**src/rtl/yrgb_pkg.sv**
```systemverilog
// Shared types and constants of the YUYV to RGB888 converter.
// Used by the front, queue, back and top-level modules; depends on nothing.
package yrgb_pkg;

	localparam int LP_W      = 12;	// line_pairs register width
	localparam int FR_W      = 13;	// frame_rows register width
	localparam int ADDR_W    = 23;	// pair address width
	localparam int FRAC_BITS = 14;
	localparam int ACC_W     = 25;	// signed Q.14 channel accumulator

	localparam logic [LP_W-1:0] LINE_PAIRS_RST = 12'd320;
	localparam logic [FR_W-1:0] FRAME_ROWS_RST = 13'd480;

	// Q2.14 coefficients, rounded to nearest
	localparam logic signed [15:0] COEF_RV = 16'sd22970;	// 1.402
	localparam logic signed [15:0] COEF_GU = 16'sd5638;	// 0.34414
	localparam logic signed [15:0] COEF_GV = 16'sd11700;	// 0.71414
	localparam logic signed [15:0] COEF_BU = 16'sd29032;	// 1.772
	localparam logic signed [8:0]  CHROMA_OFS = 9'sd128;

	localparam int Q_DEPTH = 4;
	localparam int Q_PTR_W = 2;
	localparam int Q_CNT_W = 3;

	typedef enum logic [0:0] {
		REG_LINE_PAIRS = 1'b0,
		REG_FRAME_ROWS = 1'b1
	} reg_idx_t;

	typedef struct packed {
		logic [LP_W-1:0] line_pairs;
		logic [FR_W-1:0] frame_rows;
		logic            restart;
	} cfg_t;

	typedef struct packed {
		logic [7:0]        y0;
		logic [7:0]        u;
		logic [7:0]        y1;
		logic [7:0]        v;
		logic [ADDR_W-1:0] addr;
		logic              last;
	} pix_entry_t;

	typedef struct packed {
		logic [7:0]        b0;
		logic [7:0]        g0;
		logic [7:0]        r0;
		logic [7:0]        b1;
		logic [7:0]        g1;
		logic [7:0]        r1;
		logic [ADDR_W-1:0] addr;
		logic              last;
	} rgb_t;

endpackage

```
**src/rtl/yuyv_to_rgb888_bottom_up.sv**
```systemverilog
// Top level of the YUYV 4:2:2 to RGB888 converter with bottom-up addressing.
// Depends on yrgb_pkg, yrgb_front, yrgb_queue and yrgb_back.
//
// Usage:
//   Input transaction (pix_valid/pix_ready): one YUYV macropixel per cycle
//   while pix_ready is high, in raster order. Output transaction
//   (rgb_valid/rgb_ready): B,G,R of both pixels, the pair address in a frame
//   stored bottom line first, and last_in_frame on the final pair of the frame.
//   Throughput is one macropixel per cycle while the receiver keeps up. From
//   input acceptance to rgb_valid, a macropixel passes through the four-entry
//   queue, the product stage, then the sum/clamp output register.
//   The front end computes addresses as pairs arrive; the base address of a
//   frame, (frame_rows-1)*line_pairs, is formed by one multiplier when the
//   first pair of a frame comes in.
//   When the receiver stalls, the output register holds its transaction and
//   the queue keeps absorbing input; pix_ready drops only when it fills.
//   Reset clears counters and pipeline valids and loads line_pairs = 320 and
//   frame_rows = 480. The APB registers sit at 0x0 (line_pairs) and 0x4
//   (frame_rows); a write to either restarts the frame at the top line.
//   Write registers only while the block is idle.
module yuyv_to_rgb888_bottom_up #(
	parameter int MAX_LINE_PAIRS = 2048,
	parameter int MAX_ROWS       = 4096
) (
	input  logic                         clk,
	input  logic                         arst_n,
	// APB configuration port
	input  logic                         psel,
	input  logic                         penable,
	input  logic                         pwrite,
	input  logic [2:0]                   paddr,
	input  logic [31:0]                  pwdata,
	output logic [31:0]                  prdata,
	output logic                         pready,
	// macropixel input
	input  logic                         pix_valid,
	output logic                         pix_ready,
	input  logic [7:0]                   luma_first,
	input  logic [7:0]                   chroma_blue,
	input  logic [7:0]                   luma_second,
	input  logic [7:0]                   chroma_red,
	// pixel pair output
	output logic                         rgb_valid,
	input  logic                         rgb_ready,
	output logic [7:0]                   blue_first,
	output logic [7:0]                   green_first,
	output logic [7:0]                   red_first,
	output logic [7:0]                   blue_second,
	output logic [7:0]                   green_second,
	output logic [7:0]                   red_second,
	output logic [yrgb_pkg::ADDR_W-1:0]  pair_address,
	output logic                         last_in_frame
);

	logic [yrgb_pkg::LP_W-1:0] line_pairs_q;
	logic [yrgb_pkg::FR_W-1:0] frame_rows_q;
	logic                      cfg_wr;
	yrgb_pkg::reg_idx_t        reg_idx;
	yrgb_pkg::cfg_t            cfg;
	yrgb_pkg::pix_entry_t      q_wdata, q_rdata;
	yrgb_pkg::rgb_t            rgb;
	logic                      q_push, q_pop, q_full, q_valid;

	// register file: the write lands in the access phase
	assign pready  = 1'b1;
	assign cfg_wr  = psel && penable && pwrite;
	assign reg_idx = yrgb_pkg::reg_idx_t'(paddr[2]);

	always_ff @(posedge clk or negedge arst_n) begin
		if (!arst_n) begin
			line_pairs_q <= yrgb_pkg::LINE_PAIRS_RST;
			frame_rows_q <= yrgb_pkg::FRAME_ROWS_RST;
		end else if (cfg_wr) begin
			case (reg_idx)
				yrgb_pkg::REG_LINE_PAIRS: line_pairs_q <= pwdata[yrgb_pkg::LP_W-1:0];
				yrgb_pkg::REG_FRAME_ROWS: frame_rows_q <= pwdata[yrgb_pkg::FR_W-1:0];
				default: ;
			endcase
		end
	end

	always_comb begin
		case (reg_idx)
			yrgb_pkg::REG_LINE_PAIRS: prdata = 32'(line_pairs_q);
			yrgb_pkg::REG_FRAME_ROWS: prdata = 32'(frame_rows_q);
			default:                  prdata = '0;
		endcase
	end

	// any register write restarts the frame
	assign cfg.line_pairs = line_pairs_q;
	assign cfg.frame_rows = frame_rows_q;
	assign cfg.restart    = cfg_wr;

	yrgb_front #(
		.MAX_LINE_PAIRS (MAX_LINE_PAIRS),
		.MAX_ROWS       (MAX_ROWS)
	) u_front (
		.clk         (clk),
		.arst_n      (arst_n),
		.cfg         (cfg),
		.pix_valid   (pix_valid),
		.pix_ready   (pix_ready),
		.luma_first  (luma_first),
		.chroma_blue (chroma_blue),
		.luma_second (luma_second),
		.chroma_red  (chroma_red),
		.q_full      (q_full),
		.q_push      (q_push),
		.q_wdata     (q_wdata)
	);

	yrgb_queue u_queue (
		.clk    (clk),
		.arst_n (arst_n),
		.push   (q_push),
		.wdata  (q_wdata),
		.full   (q_full),
		.pop    (q_pop),
		.valid  (q_valid),
		.rdata  (q_rdata)
	);

	yrgb_back u_back (
		.clk       (clk),
		.arst_n    (arst_n),
		.q_valid   (q_valid),
		.q_rdata   (q_rdata),
		.q_pop     (q_pop),
		.out_valid (rgb_valid),
		.out_ready (rgb_ready),
		.out_data  (rgb)
	);

	assign blue_first    = rgb.b0;
	assign green_first   = rgb.g0;
	assign red_first     = rgb.r0;
	assign blue_second   = rgb.b1;
	assign green_second  = rgb.g1;
	assign red_second    = rgb.r1;
	assign pair_address  = rgb.addr;
	assign last_in_frame = rgb.last;

endmodule

```
**src/rtl/yrgb_front.sv**
```systemverilog
// Front end: accepts macropixels, tracks column/row and computes the
// bottom-up pair address and end-of-frame flag. Depends on yrgb_pkg.
module yrgb_front #(
	parameter int MAX_LINE_PAIRS = 2048,
	parameter int MAX_ROWS       = 4096
) (
	input  logic                 clk,
	input  logic                 arst_n,
	input  yrgb_pkg::cfg_t       cfg,
	input  logic                 pix_valid,
	output logic                 pix_ready,
	input  logic [7:0]           luma_first,
	input  logic [7:0]           chroma_blue,
	input  logic [7:0]           luma_second,
	input  logic [7:0]           chroma_red,
	input  logic                 q_full,
	output logic                 q_push,
	output yrgb_pkg::pix_entry_t q_wdata
);

	localparam int PW  = $clog2(MAX_LINE_PAIRS + 1);
	localparam int CW  = (MAX_LINE_PAIRS > 1) ? $clog2(MAX_LINE_PAIRS) : 1;
	localparam int RPW = $clog2(MAX_ROWS + 1);
	localparam int RW  = (MAX_ROWS > 1) ? $clog2(MAX_ROWS) : 1;
	localparam int MW  = PW + RPW;
	localparam int AW  = yrgb_pkg::ADDR_W;

	logic [CW-1:0]  col_q;
	logic [RW-1:0]  row_q;
	logic [AW-1:0]  row_base_q;
	logic [PW-1:0]  pairs_c;
	logic [RPW-1:0] rows_c;
	logic [MW-1:0]  prod_full;
	logic [AW-1:0]  base;
	logic           end_line;
	logic           end_frame;

	// clamp the registers to the legal ranges; zero acts as one
	always_comb begin
		if (cfg.line_pairs == '0) begin
			pairs_c = PW'(1);
		end else if (13'(cfg.line_pairs) > 13'(MAX_LINE_PAIRS)) begin
			pairs_c = PW'(MAX_LINE_PAIRS);
		end else begin
			pairs_c = PW'(cfg.line_pairs);
		end
		if (cfg.frame_rows == '0) begin
			rows_c = RPW'(1);
		end else if (14'(cfg.frame_rows) > 14'(MAX_ROWS)) begin
			rows_c = RPW'(MAX_ROWS);
		end else begin
			rows_c = RPW'(cfg.frame_rows);
		end
	end

	assign prod_full = MW'(rows_c - RPW'(1)) * MW'(pairs_c);
	assign base      = (col_q == '0 && row_q == '0) ? AW'(prod_full) : row_base_q;
	assign end_line  = (PW'(col_q) + PW'(1)) >= pairs_c;
	assign end_frame = end_line && ((RPW'(row_q) + RPW'(1)) >= rows_c);

	assign pix_ready     = !q_full;
	assign q_push        = pix_valid && !q_full;
	assign q_wdata.y0    = luma_first;
	assign q_wdata.u     = chroma_blue;
	assign q_wdata.y1    = luma_second;
	assign q_wdata.v     = chroma_red;
	assign q_wdata.addr  = base + AW'(col_q);
	assign q_wdata.last  = end_frame;

	always_ff @(posedge clk or negedge arst_n) begin
		if (!arst_n) begin
			col_q      <= '0;
			row_q      <= '0;
			row_base_q <= '0;
		end else if (cfg.restart) begin
			col_q <= '0;
			row_q <= '0;
		end else if (q_push) begin
			if (end_frame) begin
				col_q <= '0;
				row_q <= '0;
			end else if (end_line) begin
				col_q      <= '0;
				row_q      <= row_q + RW'(1);
				row_base_q <= base - AW'(pairs_c);
			end else begin
				col_q      <= col_q + CW'(1);
				row_base_q <= base;
			end
		end
	end

endmodule

```
**src/rtl/yrgb_queue.sv**
```systemverilog
// Short FIFO between the front end and the color back end.
// Depends on yrgb_pkg for the entry type and depth.
module yrgb_queue (
	input  logic                 clk,
	input  logic                 arst_n,
	input  logic                 push,
	input  yrgb_pkg::pix_entry_t wdata,
	output logic                 full,
	input  logic                 pop,
	output logic                 valid,
	output yrgb_pkg::pix_entry_t rdata
);

	yrgb_pkg::pix_entry_t          mem [yrgb_pkg::Q_DEPTH];
	logic [yrgb_pkg::Q_PTR_W-1:0]  wr_ptr_q;
	logic [yrgb_pkg::Q_PTR_W-1:0]  rd_ptr_q;
	logic [yrgb_pkg::Q_CNT_W-1:0]  count_q;

	assign full  = count_q == yrgb_pkg::Q_CNT_W'(yrgb_pkg::Q_DEPTH);
	assign valid = count_q != '0;
	assign rdata = mem[rd_ptr_q];

	always_ff @(posedge clk) begin
		if (push) begin
			mem[wr_ptr_q] <= wdata;
		end
	end

	always_ff @(posedge clk or negedge arst_n) begin
		if (!arst_n) begin
			wr_ptr_q <= '0;
			rd_ptr_q <= '0;
			count_q  <= '0;
		end else begin
			if (push) begin
				wr_ptr_q <= wr_ptr_q + yrgb_pkg::Q_PTR_W'(1);
			end
			if (pop) begin
				rd_ptr_q <= rd_ptr_q + yrgb_pkg::Q_PTR_W'(1);
			end
			if (push && !pop) begin
				count_q <= count_q + yrgb_pkg::Q_CNT_W'(1);
			end else if (pop && !push) begin
				count_q <= count_q - yrgb_pkg::Q_CNT_W'(1);
			end
		end
	end

endmodule

```
**src/rtl/yrgb_back.sv**
```systemverilog
// Back end: two-stage color pipeline (chroma products, then sum, floor
// and clamp into the output register). Depends on yrgb_pkg.
module yrgb_back (
	input  logic                 clk,
	input  logic                 arst_n,
	input  logic                 q_valid,
	input  yrgb_pkg::pix_entry_t q_rdata,
	output logic                 q_pop,
	output logic                 out_valid,
	input  logic                 out_ready,
	output yrgb_pkg::rgb_t       out_data
);

	localparam int AW = yrgb_pkg::ADDR_W;
	localparam int FB = yrgb_pkg::FRAC_BITS;
	localparam int XW = yrgb_pkg::ACC_W;

	logic signed [yrgb_pkg::ACC_W-1:0] r_off_s1, g_off_s1, b_off_s1;
	logic [7:0]                        y0_s1, y1_s1;
	logic [AW-1:0]                     addr_s1;
	logic                              last_s1;
	logic                              valid_s1;
	logic                              valid_s2;
	logic                              adv1, adv2;
	logic signed [8:0]                 du, dv;
	logic signed [yrgb_pkg::ACC_W-1:0] du_x, dv_x;

	// floor by shift, then clamp to 0..255
	function automatic logic [7:0] chan(input logic [7:0] y,
		input logic signed [yrgb_pkg::ACC_W-1:0] off);
		logic signed [yrgb_pkg::ACC_W-1:0] acc;
		acc = $signed({3'b000, y, 14'd0}) + off;
		if (acc[yrgb_pkg::ACC_W-1]) begin
			return 8'd0;
		end else if (|acc[yrgb_pkg::ACC_W-2:FB+8]) begin
			return 8'd255;
		end else begin
			return acc[FB+7:FB];
		end
	endfunction

	assign adv2  = !valid_s2 || out_ready;
	assign adv1  = !valid_s1 || adv2;
	assign q_pop = q_valid && adv1;
	assign out_valid = valid_s2;

	assign du = $signed({1'b0, q_rdata.u}) - yrgb_pkg::CHROMA_OFS;
	assign dv = $signed({1'b0, q_rdata.v}) - yrgb_pkg::CHROMA_OFS;
	assign du_x = XW'(du);
	assign dv_x = XW'(dv);

	always_ff @(posedge clk or negedge arst_n) begin
		if (!arst_n) begin
			valid_s1 <= 1'b0;
			valid_s2 <= 1'b0;
		end else begin
			if (adv1) begin
				valid_s1 <= q_valid;
			end
			if (adv2) begin
				valid_s2 <= valid_s1;
			end
		end
	end

	always_ff @(posedge clk) begin
		if (q_pop) begin
			r_off_s1 <= XW'(yrgb_pkg::COEF_RV) * dv_x;
			g_off_s1 <= -(XW'(yrgb_pkg::COEF_GU) * du_x) - XW'(yrgb_pkg::COEF_GV) * dv_x;
			b_off_s1 <= XW'(yrgb_pkg::COEF_BU) * du_x;
			y0_s1    <= q_rdata.y0;
			y1_s1    <= q_rdata.y1;
			addr_s1  <= q_rdata.addr;
			last_s1  <= q_rdata.last;
		end
		if (adv2 && valid_s1) begin
			out_data.b0   <= chan(y0_s1, b_off_s1);
			out_data.g0   <= chan(y0_s1, g_off_s1);
			out_data.r0   <= chan(y0_s1, r_off_s1);
			out_data.b1   <= chan(y1_s1, b_off_s1);
			out_data.g1   <= chan(y1_s1, g_off_s1);
			out_data.r1   <= chan(y1_s1, r_off_s1);
			out_data.addr <= addr_s1;
			out_data.last <= last_s1;
		end
	end

endmodule

```
**config.mk**
```make
export PLATFORM = sky130hd
export DESIGN_NAME = yuyv_to_rgb888_bottom_up
export DESIGN_NICKNAME = d
export VERILOG_FILES = /design/src/rtl/yrgb_pkg.sv /design/src/rtl/yuyv_to_rgb888_bottom_up.sv /design/src/rtl/yrgb_front.sv /design/src/rtl/yrgb_queue.sv /design/src/rtl/yrgb_back.sv
export SDC_FILE = /design/constraint.sdc
export NUM_CORES = 1
export LEC_CHECK = 0
export BUFFER_PORTS_ARGS = -buffer_cell sky130_fd_sc_hd__buf_2
export CAP_MARGIN = 20
export CORE_AREA = 2 2 254 256
export DETAILED_ROUTE_END_ITERATION = 7
export DIE_AREA = 0 0 256 258
export PLACE_DENSITY = 0.75
export SYNTH_ARGS = -nofsm -noshare
export SYNTH_HDL_FRONTEND = slang
export SYNTH_SLANG_ARGS = --single-unit
```
**constraint.sdc**
```tcl
create_clock -name clk -period 8.3 [get_ports clk]
set_input_delay 1.245 -clock clk [delete_from_list [all_inputs] [get_ports clk]]
set_output_delay 1.245 -clock clk [all_outputs]
set_load 0.005 [all_outputs]
```
==> results of run 1 <==
==> registers in the layout, indices dropped and copies added (netlist names), 12 cells and up <==
| register | cells |
|---|---|
| frame_rows_q | 13 |
| line_pairs_q | 12 |
| u_back.addr_s1 | 23 |
| u_back.out_data | 72 |
| u_front.row_base_q | 23 |
| u_front.row_q | 12 |
| u_queue.mem | 224 |
==> synth_stat cells, drive strengths merged, types with 34 or more instances <==
master and instances:
a21o 72, a21oi 99, buf 34, clkbuf 43
dfrtp 74, edfxtp 369, fa 241, ha 410
inv 448, mux2 42, mux4 55, nand2 247
nor2 150, nor3 36, o21ai 126, xnor2 113
xor2 64
==> worst max-delay path by stage <==
stage | from | end | slack [ns] | cells past startpoint
after detailed placement | frame_rows_q[11] | u_front.row_base_q[22] | 0.13 | 31
after global placement | frame_rows_q[11] | u_front.row_base_q[22] | 0.24 | 31
final | frame_rows_q[9] | u_front.row_base_q[22] | 0.41 | 34
after CTS | frame_rows_q[11] | u_front.row_base_q[22] | 0.08 | 31
after floorplan | u_queue.rd_ptr_q[0] | u_back.g_off_s1[24] | 0.04 | 31
after global routing | frame_rows_q[9] | u_front.row_base_q[22] | -0.03 | 33
==> cell usage in the layout, fill, tap and decap left out, drive strengths merged, types with 11 or more instances in the layout <==
| cell | n |
|---|---|
| and3 | 24 |
| ha | 410 |
| inv | 451 |
| edfxtp | 369 |
| a21oi | 99 |
| nor3 | 36 |
| buf | 209 |
| clkinv | 23 |
| dfrtp | 74 |
| o21ai | 126 |
| a211oi | 16 |
| xnor2 | 113 |
| a21boi | 17 |
| mux4 | 55 |
| o31ai | 12 |
| conb | 38 |
| xor2 | 64 |
| a21o | 72 |
| nor2 | 150 |
| nor2b | 33 |
| o21a | 23 |
| fa | 241 |
| mux2 | 42 |
| nand3 | 29 |
| and2 | 23 |
| nand2b | 29 |
| nor4 | 14 |
| nand4 | 11 |
| clkbuf | 56 |
| or2 | 11 |
| nand2 | 247 |
==> per-layer routing <==
layer / vias to the layer above / GRT usage, % / part of all wire (%)
met4: 4 / 5.49 / 2.3
met3: 102 / 3.28 / 4.6
met5: - / 0 / 0.031
met2: 480 / 38.6 / 50
met1: 10900 / 28.5 / 43
li1: 10700 / - / -
==> metrics by stage <==
step	TNS, ns	instances	util [%]	hold slack (ns)	cell area (um2)
floorplan	0	3038	-	0.400	34700
global placement	0	4017	57.4	0.402	36600
detailed placement	0	4017	57.4	0.405	36600
CTS	0	4103	59.9	0.412	38100
global route	-0.0524	4111	60.3	0.421	38400
finish	0	4112	60.3	0.416	38400
==> logic make-up (layout without fill, tap and decap cells) <==
family,Yosys count,after routing
adders and majority gates,651,651
and+or+nand+nor,632,632
buffers and inverters,528,746
AOI/OAI and AO/OA,456,456
DFF,449,449
xor gates and xnor gates,177,177
muxes,107,107
other,2,39
==> cell type report <==
cell class,instances,area [um2],area share (%)
tap,855,1070,2.79
inverter,451,1690,4.41
multi-input combinational,2061,19700,51.3
clock buffer,56,1230,3.21
timing repair buffer,209,1220,3.19
antenna,1,2.50,0.00652
clock inverter,30,355,0.926
sequential,449,13100,34.1
==> repair_timing <==
item                       in CTS  in global routing
gates resized for setup         0                 36
buffers inserted                0                  8
setup endpoints to repair       0                 26
==> worst max-delay path: cells and delay by family (launching register included) <==
| family | cells | cell delay [ns] |
|---|---|---|
| and+or+nand+nor | 9 | 1.52 |
| muxes | 2 | 0.54 |
| DFF | 1 | 0.39 |
| buffers and inverters | 7 | 0.79 |
| AOI/OAI and AO/OA | 7 | 1.09 |
| adders and majority gates | 8 | 3.34 |
| xor gates and xnor gates | 1 | 0.08 |
==> impl_results.md, run 1 <==
* Largest family of logic cells by synthesized area: adder cells
* Ys Warns at 0
* Hold_buf cts at 0
* EDFF count, synth at 369
* Final HPWL DP at 53800 um
* CP Data Arrival Time at 8.36 ns
* Syn Inst Count at 3002
* Cell Rows at 93
* WS Path Type: flip-flop to flip-flop
* Share of layout cells above drive strength 1 at 13.9%
* Layout fillers at 5125
* Simple-Gate Fraction of Synth Area at 8.73%
* Least-Margin Pin Slew at 1.11 ns
* Max-cap check violation count at 0
* CTS tree: yes
* Htree depth at 2
* I/O Pins at 181
* Synth unique cells at 91
* FMAX at 127 MHz
* CTS buffer count at 47
* Vias/cell at 5.41
* Critical Path Sink Type: flip-flop
* Skew final at 0.0513 ns
* TritonRoute pass-1 iters at 5
* First-pass GRT wire length at 116000 um
* Total GRT Usage at 21.9%
* Wirelength per Cell at 17.1 um
* Core area at 63600 um2
* Worst r2r path cells at 34
* WP data required at 8.77 ns
* Final min period at 7.89 ns
* Area grow syn2layout at 11.1%
* Die W at 256 um
* Seq/Total Area, Yosys at 37.9%
* Clock latency on the worst-skew pair at 0.63 ns
* Crit-path max FO at 7
* Final Hold Vio Count at 0
* Synth area leaders: edfxtp_1 32%, ha_1 15%, fa_1 14%
* Most used cell, CP: fa_1
* Flop-to-flop setup slack at 0.41 ns
* Pre-CTS setup slack at 0.130 ns
* Startpoint Class: flip-flop
* Cell taking the most area after synthesis: edfxtp_1
* Outcome: completed
* Final number of setup-violating endpoints at 0
* Initial core utilization at 54.3%
* Vias in the first global route at 22600
* Largest net degree at the start of global routing at 73
* Mapped cell area at 34500 um2
* Slowest stage cell on the critical path: fa_1
* Top_reg_cell synth: edfxtp_1
* Synthesized flop and latch total at 449
* Root buf cell: clkbuf_16
* Placer Congestion at 0.951
* Hold Crit Depth at 0
* XOR/XNOR share of the synthesized area at 4.49%
* Routed WL at 70400 um
* Worst-path clk slew at 0.06 ns
* DR vias at 22200
* GR Overflow Total at 0
* Clock buffer depth at 3
* Worst setup margin at 0.408 ns
* Post-synthesis adder-cell area fraction at 28.8%
* Initial antenna violation count at 4
* Post-synthesis compound-gate area fraction at 8.82%
* Max incr delay on CP at 0.53 ns
* Die area at 66000 um2
* Worst R2R End: u_front.row_base_q[22]
* Max_slew headroom at 25.8%
* # clock sinks at 449
* Syn Area/Cell at 11.5 um2
* PortBufs at 139
* DRC violations left at 0
* Hold path start: u_back.addr_s1[0]
* Top-area cell type share of the netlist area at 32.1%
* Die Y at 258 um
* Hold Path Sink: u_back.out_data[1]
* Slew Limit Fails at 0
* Ys async rst share at 17.8%
* Final nets at 3944
* Critical R2R Launch: frame_rows_q[9]
* DRT iter0 DRCs at 1315
* Tightest Hold Check Type: flip-flop to flip-flop
* Mux contribution to synthesized area at 5.24%
* Final Cycle Share at 95.1%
* Post-route ant nets at 0
Power of run 1 is left out: the tool's default activity adds up to more than one toggle a clock period on the data nets, which glitch-free logic cannot reach.
==> run 2: changes to the inputs <==
--- a/config.mk
+++ b/config.mk
@@ -10,7 +10,8 @@
 export CORE_AREA = 2 2 254 256
 export DETAILED_ROUTE_END_ITERATION = 7
 export DIE_AREA = 0 0 256 258
-export PLACE_DENSITY = 0.75
+export PLACE_DENSITY = 0.76
 export SYNTH_ARGS = -nofsm -noshare
 export SYNTH_HDL_FRONTEND = slang
+export SYNTH_HIERARCHICAL = 1
 export SYNTH_SLANG_ARGS = --single-unit
==> impl_results.md, run 2 <==
* Ys Warns at 6 (+6)
* Slew Limit Fails at 0 (unchanged)
* Final nets at 4007 (+1.6%)
* Hold Crit Depth at 0 (unchanged)
* Max-cap check violation count at 0 (unchanged)
* EDFF count, synth at 369 (unchanged)
* Synth unique cells at 98 (+7.7%)
* CP Data Arrival Time at 8.34 ns (-0.02 ns)
* Share of layout cells above drive strength 1 at 14.5% (+0.69 points)
* Max FFs per register at 224 (unchanged)
* Unrepaired setup endpoints after global routing: true
* Layout fillers at 4993 (-2.6%)
* CTS buffer count at 50 (+6.4%)
* Largest net degree at the start of global routing at 73 (unchanged)
* DRC violations left at 0 (unchanged)
* Total GRT Usage at 22.8% (+0.90 points)
* PortBufs at 139 (unchanged)
* Placer Congestion at 0.917 (-3.6%)
* Worst R2R End: u_queue/mem[3][23]
* XOR/XNOR share of the synthesized area at 4.80% (+0.31 points)
* Most used cell, CP: fa_1
* Finished Layout Cells at 4164 (+1.3%)
* Routed WL at 73500 um (+4.4%)
* Hold_buf cts at 0 (unchanged)
* DP Cell Count at 4061 (+1.1%)
* Die W at 256 um (unchanged)
* Simple-Gate Fraction of Synth Area at 8.46% (-0.27 points)
* Clock latency on the worst-skew pair at 0.62 ns (about the same)
* Hold Path Sink: u_back/out_data[21]
* Die area at 66000 um2 (unchanged)
* Worst r2r path cells at 32 (-5.9%)
* Wirelength per Cell at 17.7 um (+3.1%)
* Initial core utilization at 55.4% (+1.1 points)
* Critical Path Sink Type: flip-flop
* Worst hold slack at 0.408 ns (-0.00818 ns)
* Most instantiated cells after synthesis: 437 x inv_1, 434 x ha_1, 369 x edfxtp_1
* Cell Rows at 93 (unchanged)
* WS Path Type: flip-flop to flip-flop
* Initial antenna violation count at 1 (-3)
* TritonRoute pass-1 iters at 5 (unchanged)
* GR Overflow Total at 0 (unchanged)
* Tightest Hold Check Type: flip-flop to flip-flop
* Vias in the first global route at 23600 (+4.6%)
* Final HPWL DP at 55300 um (+2.8%)
* Biggest regs: u_queue/mem (224), u_back/out_data (72)
* First-pass GRT wire length at 121000 um (+3.8%)
* Area grow syn2layout at 10.8%
* Max incr delay on CP at 0.56 ns (+0.03 ns)
* Vias/cell at 5.47 (+1.1%)
* I/O Pins at 181 (unchanged)
* Max_slew headroom at 33.1% (+7.2 points)
* Final Hold Vio Count at 0 (unchanged)
* Least-Margin Pin Slew at 1.00 ns (-0.104 ns)
* Outcome: completed
* DRT iter0 DRCs at 1176 (-11%)
* GR peak layer: met2
* Mapped cell area at 35200 um2 (+2.0%)
* Crit-path max FO at 6 (-1)
* Worst-path clk slew at 0.06 ns (about the same)
* Ys async rst share at 17.8% (unchanged)
* DR vias at 22800 (+2.4%)
* Count leader, synth: inv_1
* CTS tree: yes
* # clock sinks at 449 (unchanged)
* Top-area cell type share of the netlist area at 31.4% (-0.64 points)
* Largest family of logic cells by synthesized area: adder cells
* Root buf cell: clkbuf_16
* Syn Area/Cell at 11.5 um2 (-0.18%)
* Skew final at 0.0389 ns (-0.0125 ns)
* Critical R2R Launch: frame_rows_q[6]
* Post-route ant nets at 0 (unchanged)
* Met2 usage at 41.8% (+3.1 points)
* Final min period at 8.02 ns (+0.125 ns)
* Slowest stage cell on the critical path: or4b_4
* Htree depth at 2 (unchanged)
* Commonest non-fill, non-tap cells in the layout: 437 x inv_1, 431 x ha_1, 369 x edfxtp_1
* Synthesized flop and latch total at 449 (unchanged)
* Startpoint Class: flip-flop
* Post-synthesis compound-gate area fraction at 8.99% (+0.17 points)
* Final number of setup-violating endpoints at 0 (unchanged)
* Biggest register: u_queue/mem
* FMAX at 125 MHz (-1.6%)
* Die Y at 258 um (unchanged)
* GRT met3 Usage at 2.72% (-0.56 points)
* Post-synthesis adder-cell area fraction at 28.6% (-0.18 points)
* Final Cycle Share at 96.6% (+1.5 points)
* Post-Route Setup TNS at 0 ns (unchanged)
* Flop-to-flop setup slack at 0.28 ns (-0.13 ns)
* Seq/Total Area, Yosys at 37.1% (-0.76 points)
* Top_reg_cell synth: edfxtp_1
* Global routing usage on met1 at 27.6% (-0.96 points)
* Clock buffer depth at 3 (unchanged)
* Cell taking the most area after synthesis: edfxtp_1
* Hold path start: u_back/addr_s1[20]
* Mux contribution to synthesized area at 5.29% (+0.041 points)
* Syn Inst Count at 3069 (+2.2%)
* Core area at 63600 um2 (unchanged)
* Synth area leaders: edfxtp_1 31%, ha_1 15%, fa_1 13%
* Most common cell after layout, fill and taps aside: inv_1
* WP data required at 8.62 ns (-0.15 ns)
-- run 2: cell count changes after synthesis, sizes merged, moves of 10 or more --
cell	before	now
buf	34	69
a21o	72	40
o21a	23	49
nand2	247	222
ha	410	434
a21oi	99	118
and3	24	9
nor2	150	163
o21bai	7	18
a22o	0	10
-- run 2: through the flow --
step	util [%]	area [um2]	setup WS, ns
3_5_place_dp	58.1	37000	0.0118
3_3_place_gp	58.1	37000	0.126
4_1_cts	61.0	38800	0.0396
2_1_floorplan	-	35400	0.0232
5_1_grt	61.3	39000	-0.115
6_report	61.3	39000	0.283
-- run 2: layout make-up --
| class | count | area, um2 | area share, % |
|---|---|---|---|
| antenna | 1 | 2.50 | 0.00641 |
| clock buffer | 62 | 1310 | 3.35 |
| clock inverter | 32 | 507 | 1.30 |
| inverter | 442 | 1660 | 4.25 |
| multi-input combinational | 2107 | 20100 | 51.5 |
| sequential | 449 | 13100 | 33.5 |
| tap | 855 | 1070 | 2.74 |
| timing repair buffer | 216 | 1300 | 3.32 |
-- run 2: worst max-delay path, delay by kind of cell (launching register included) --
| kind | cells | cell delay (ns) |
|---|---|---|
| DFF | 1 | 0.36 |
| adders and majority gates | 7 | 3.01 |
| and+or+nand+nor | 8 | 2.01 |
| buffers and inverters | 7 | 0.61 |
| xor gates and xnor gates | 2 | 0.27 |
| AOI/OAI and AO/OA | 8 | 1.46 |
-- run 2: kinds of logic (layout without fill, tap and decap cells) --
kind of cell | after synthesis | in the layout
simple gates | 622 | 622
flops | 449 | 449
fa+ha+maj | 667 | 667
mux | 107 | 107
xor+xnor | 193 | 193
other cells | 4 | 41
buf+inv | 549 | 752
compound gates | 478 | 478
-- run 2: repair_timing --
| action | 4_1_cts | 5_1_grt |
|---|---|---|
| pin swaps | 0 | 16 |
| resized for setup | 1 | 33 |
| endpoints found under the setup margin | 4 | 56 |
| setup buffers | 0 | 7 |
-- run 2: per-layer routing --
metal,wire length [um],vias to the layer above
met5,0,-
met4,2700,0
met3,2950,153
met2,37800,500
met1,30100,11200
li1,-,10900
-- run 2: worst max-delay path by stage --
| stage | slack, ns | start | cells after the start | endpoint |
|---|---|---|---|---|
| final | 0.28 | frame_rows_q[6] | 32 | u_queue/mem[3][23] |
| after global routing | -0.11 | frame_rows_q[6] | 29 | u_queue/mem[0][23] |
| after CTS | 0.04 | frame_rows_q[6] | 29 | u_queue/mem[2][23] |
| after detailed placement | 0.01 | frame_rows_q[6] | 31 | u_queue/mem[3][21] |
| after global placement | 0.13 | frame_rows_q[6] | 29 | u_queue/mem[0][23] |
| after floorplan | 0.02 | rgb_ready | 7 | u_queue/count_q[1] |
Power of run 2 is left out for the same reason.
==> run 3: changes to the inputs <==
==> constraint.sdc (replaced) <==
create_clock -name clk -period 8.3 [get_ports clk]
set_input_delay 1.66 -clock clk [delete_from_list [all_inputs] [get_ports clk]]
set_output_delay 1.66 -clock clk [all_outputs]
set_load 0.005 [all_outputs]
==> impl_results.md, run 3 (synthesis results as in run 2) <==
* Outcome: completed
* Worst-path clk slew at 0.06 ns (about the same)
* CP Data Arrival Time at 8.53 ns (+0.19 ns)
* Pre-CTS setup slack at 0.0212 ns (+0.00938 ns)
* Final nets at 4012 (+0.12%)
* Die Y at 258 um (unchanged)
* Skew final at 0.0214 ns (-0.0174 ns)
* GR peak layer: met2
* Largest net degree at the start of global routing at 73 (unchanged)
* Hold_buf cts at 0 (unchanged)
* Unrepaired setup endpoints after global routing: true
* Max incr delay on CP at 0.55 ns (about the same)
* Root buf cell: clkbuf_16
* Least-Margin Pin Slew at 1.07 ns (+0.0657 ns)
* Final Cycle Share at 97.1% (+0.47 points)
* Clock buffer depth at 3 (unchanged)
* Area grow syn2layout at 10.9% (about the same)
* Htree depth at 2 (unchanged)
* PortBufs at 139 (unchanged)
* Initial core utilization at 55.4% (unchanged)
* Worst r2r path cells at 32 (unchanged)
* Share of layout cells above drive strength 1 at 15.0% (+0.50 points)
* Commonest non-fill, non-tap cells in the layout: 436 x inv_1, 428 x ha_1, 369 x edfxtp_1
* Register area at 13100 um2 (unchanged)
* Wirelength per Cell at 17.7 um (+0.35%)
* Placer Congestion at 0.935 (+2.0%)
* Vias in the first global route at 23600 (-0.085%)
* Biggest regs: u_queue/mem (224), u_back/out_data (72)
* Initial antenna violation count at 0 (-1)
* Clock latency on the worst-skew pair at 0.60 ns (-0.02 ns)
* Ant. Diodes at 0 (-1)
* Flop-to-flop setup slack at 0.24 ns (-0.04 ns)
* Tightest Hold Check Type: flip-flop to flip-flop
* Final Hold Vio Count at 0 (unchanged)
* DR vias at 22800 (+0.053%)
* Critical Path Sink Type: flip-flop
* CTS buffer count at 49 (-2.0%)
* Total GRT Usage at 22.9% (+0.046 points)
* FMAX at 124 MHz (-0.49%)
* Crit-path max FO at 6 (unchanged)
* TritonRoute pass-1 iters at 6 (+1)
* Post-Route Setup TNS at 0 ns (unchanged)
* Max_slew headroom at 28.7% (-4.4 points)
* Layout fillers at 4975 (-0.36%)
* Area of the multi-input gates at 20200 um2 (+0.50%)
* Startpoint Class: flip-flop
* Global routing usage on met1 at 27.4% (-0.22 points)
* Routed WL at 73800 um (+0.42%)
* Slowest stage cell on the critical path: fa_1
* Core area at 63600 um2 (unchanged)
* # clock sinks at 449 (unchanged)
* First-pass GRT wire length at 121000 um (about the same)
* Final min period at 8.06 ns (+0.0391 ns)
* Die W at 256 um (unchanged)
* Most used cell, CP: fa_1
* DRT iter0 DRCs at 1208 (+2.7%)
* Vias/cell at 5.47 (about the same)
* Most common cell after layout, fill and taps aside: inv_1
* Final HPWL DP at 55100 um (-0.43%)
* GR Overflow Total at 0 (unchanged)
* Post-route ant nets at 0 (unchanged)
* Worst hold slack at 0.414 ns (+0.00607 ns)
* WP data required at 8.77 ns (+0.15 ns)
* Max-cap check violation count at 0 (unchanged)
* Cell Rows at 93 (unchanged)
* GRT met3 Usage at 2.91% (+0.19 points)
* Max FFs per register at 224 (unchanged)
* Biggest register: u_queue/mem
* Slew Limit Fails at 0 (unchanged)
* CTS tree: yes
* WS Path Type: flip-flop to flip-flop
* Die area at 66000 um2 (unchanged)
* Worst setup margin at 0.244 ns (-0.0391 ns)
* Hold Crit Depth at 0 (unchanged)
* I/O Pins at 181 (unchanged)
* Met2 usage at 42.2% (+0.44 points)
* Final number of setup-violating endpoints at 0 (unchanged)
* DRC violations left at 0 (unchanged)
run 3: cell count changes in the layout (fill, tap and decap cells not counted), sizes merged:
cell	previous run	this run
clkbuf	62	59
bufinv	10	5
clkinvlp	6	7
buf	216	222
diode	1	0
inv	443	446
clkinv	15	17
run 3: final timing paths:
check,startpoint,endpoint
min in group asynchronous,arst_n,u_front/row_base_q[16]
worst min register to register,u_back/last_s1,u_back/out_data[0]
worst min-delay path,u_back/last_s1,u_back/out_data[0]
worst max register to register,frame_rows_q[7],u_front/row_base_q[22]
worst max-delay path,frame_rows_q[7],u_front/row_base_q[22]
max in group asynchronous,arst_n,u_queue/rd_ptr_q[0]
run 3: layer usage:
metal | wire, um | part of all wire (%)
met1 | 29700 | 40
met2 | 38300 | 52
met3 | 3120 | 4.2
met4 | 2730 | 3.7
met5 | 0 | 0
run 3: layout make-up:
class | count | share of cell area, %
Multi-Input combinational cell | 2107 | 51.7
Sequential cell | 449 | 33.5
Inverter | 442 | 4.25
Timing Repair Buffer | 222 | 3.47
Clock buffer | 59 | 3.39
Tap cell | 855 | 2.74
Clock inverter | 33 | 0.916
run 3: critical path, delay by kind of cell (launching register included):
kind | cells | cell delay, ns
buf+inv | 7 | 0.86
fa+ha+maj | 7 | 2.65
compound gates | 8 | 1.59
flops | 1 | 0.38
simple gates | 10 | 2.43
run 3: metrics by stage:
step / std cells / cell area (um2) / utilization [%]
floorplan: 3105 / 35400 / -
global placement: 4056 / 37000 / 58.1
detailed placement: 4056 / 37000 / 58.1
CTS: 4148 / 38700 / 60.8
global route: 4167 / 39100 / 61.4
finish: 4167 / 39100 / 61.4
run 3: timing repair:
item / in CTS / in global routing
buffers inserted: 0 / 18
gates cloned: 0 / 1
resized for setup: 1 / 54
endpoints found under the setup margin: 4 / 57
pin swaps: 0 / 25
Power of run 3 is left out for the same reason.
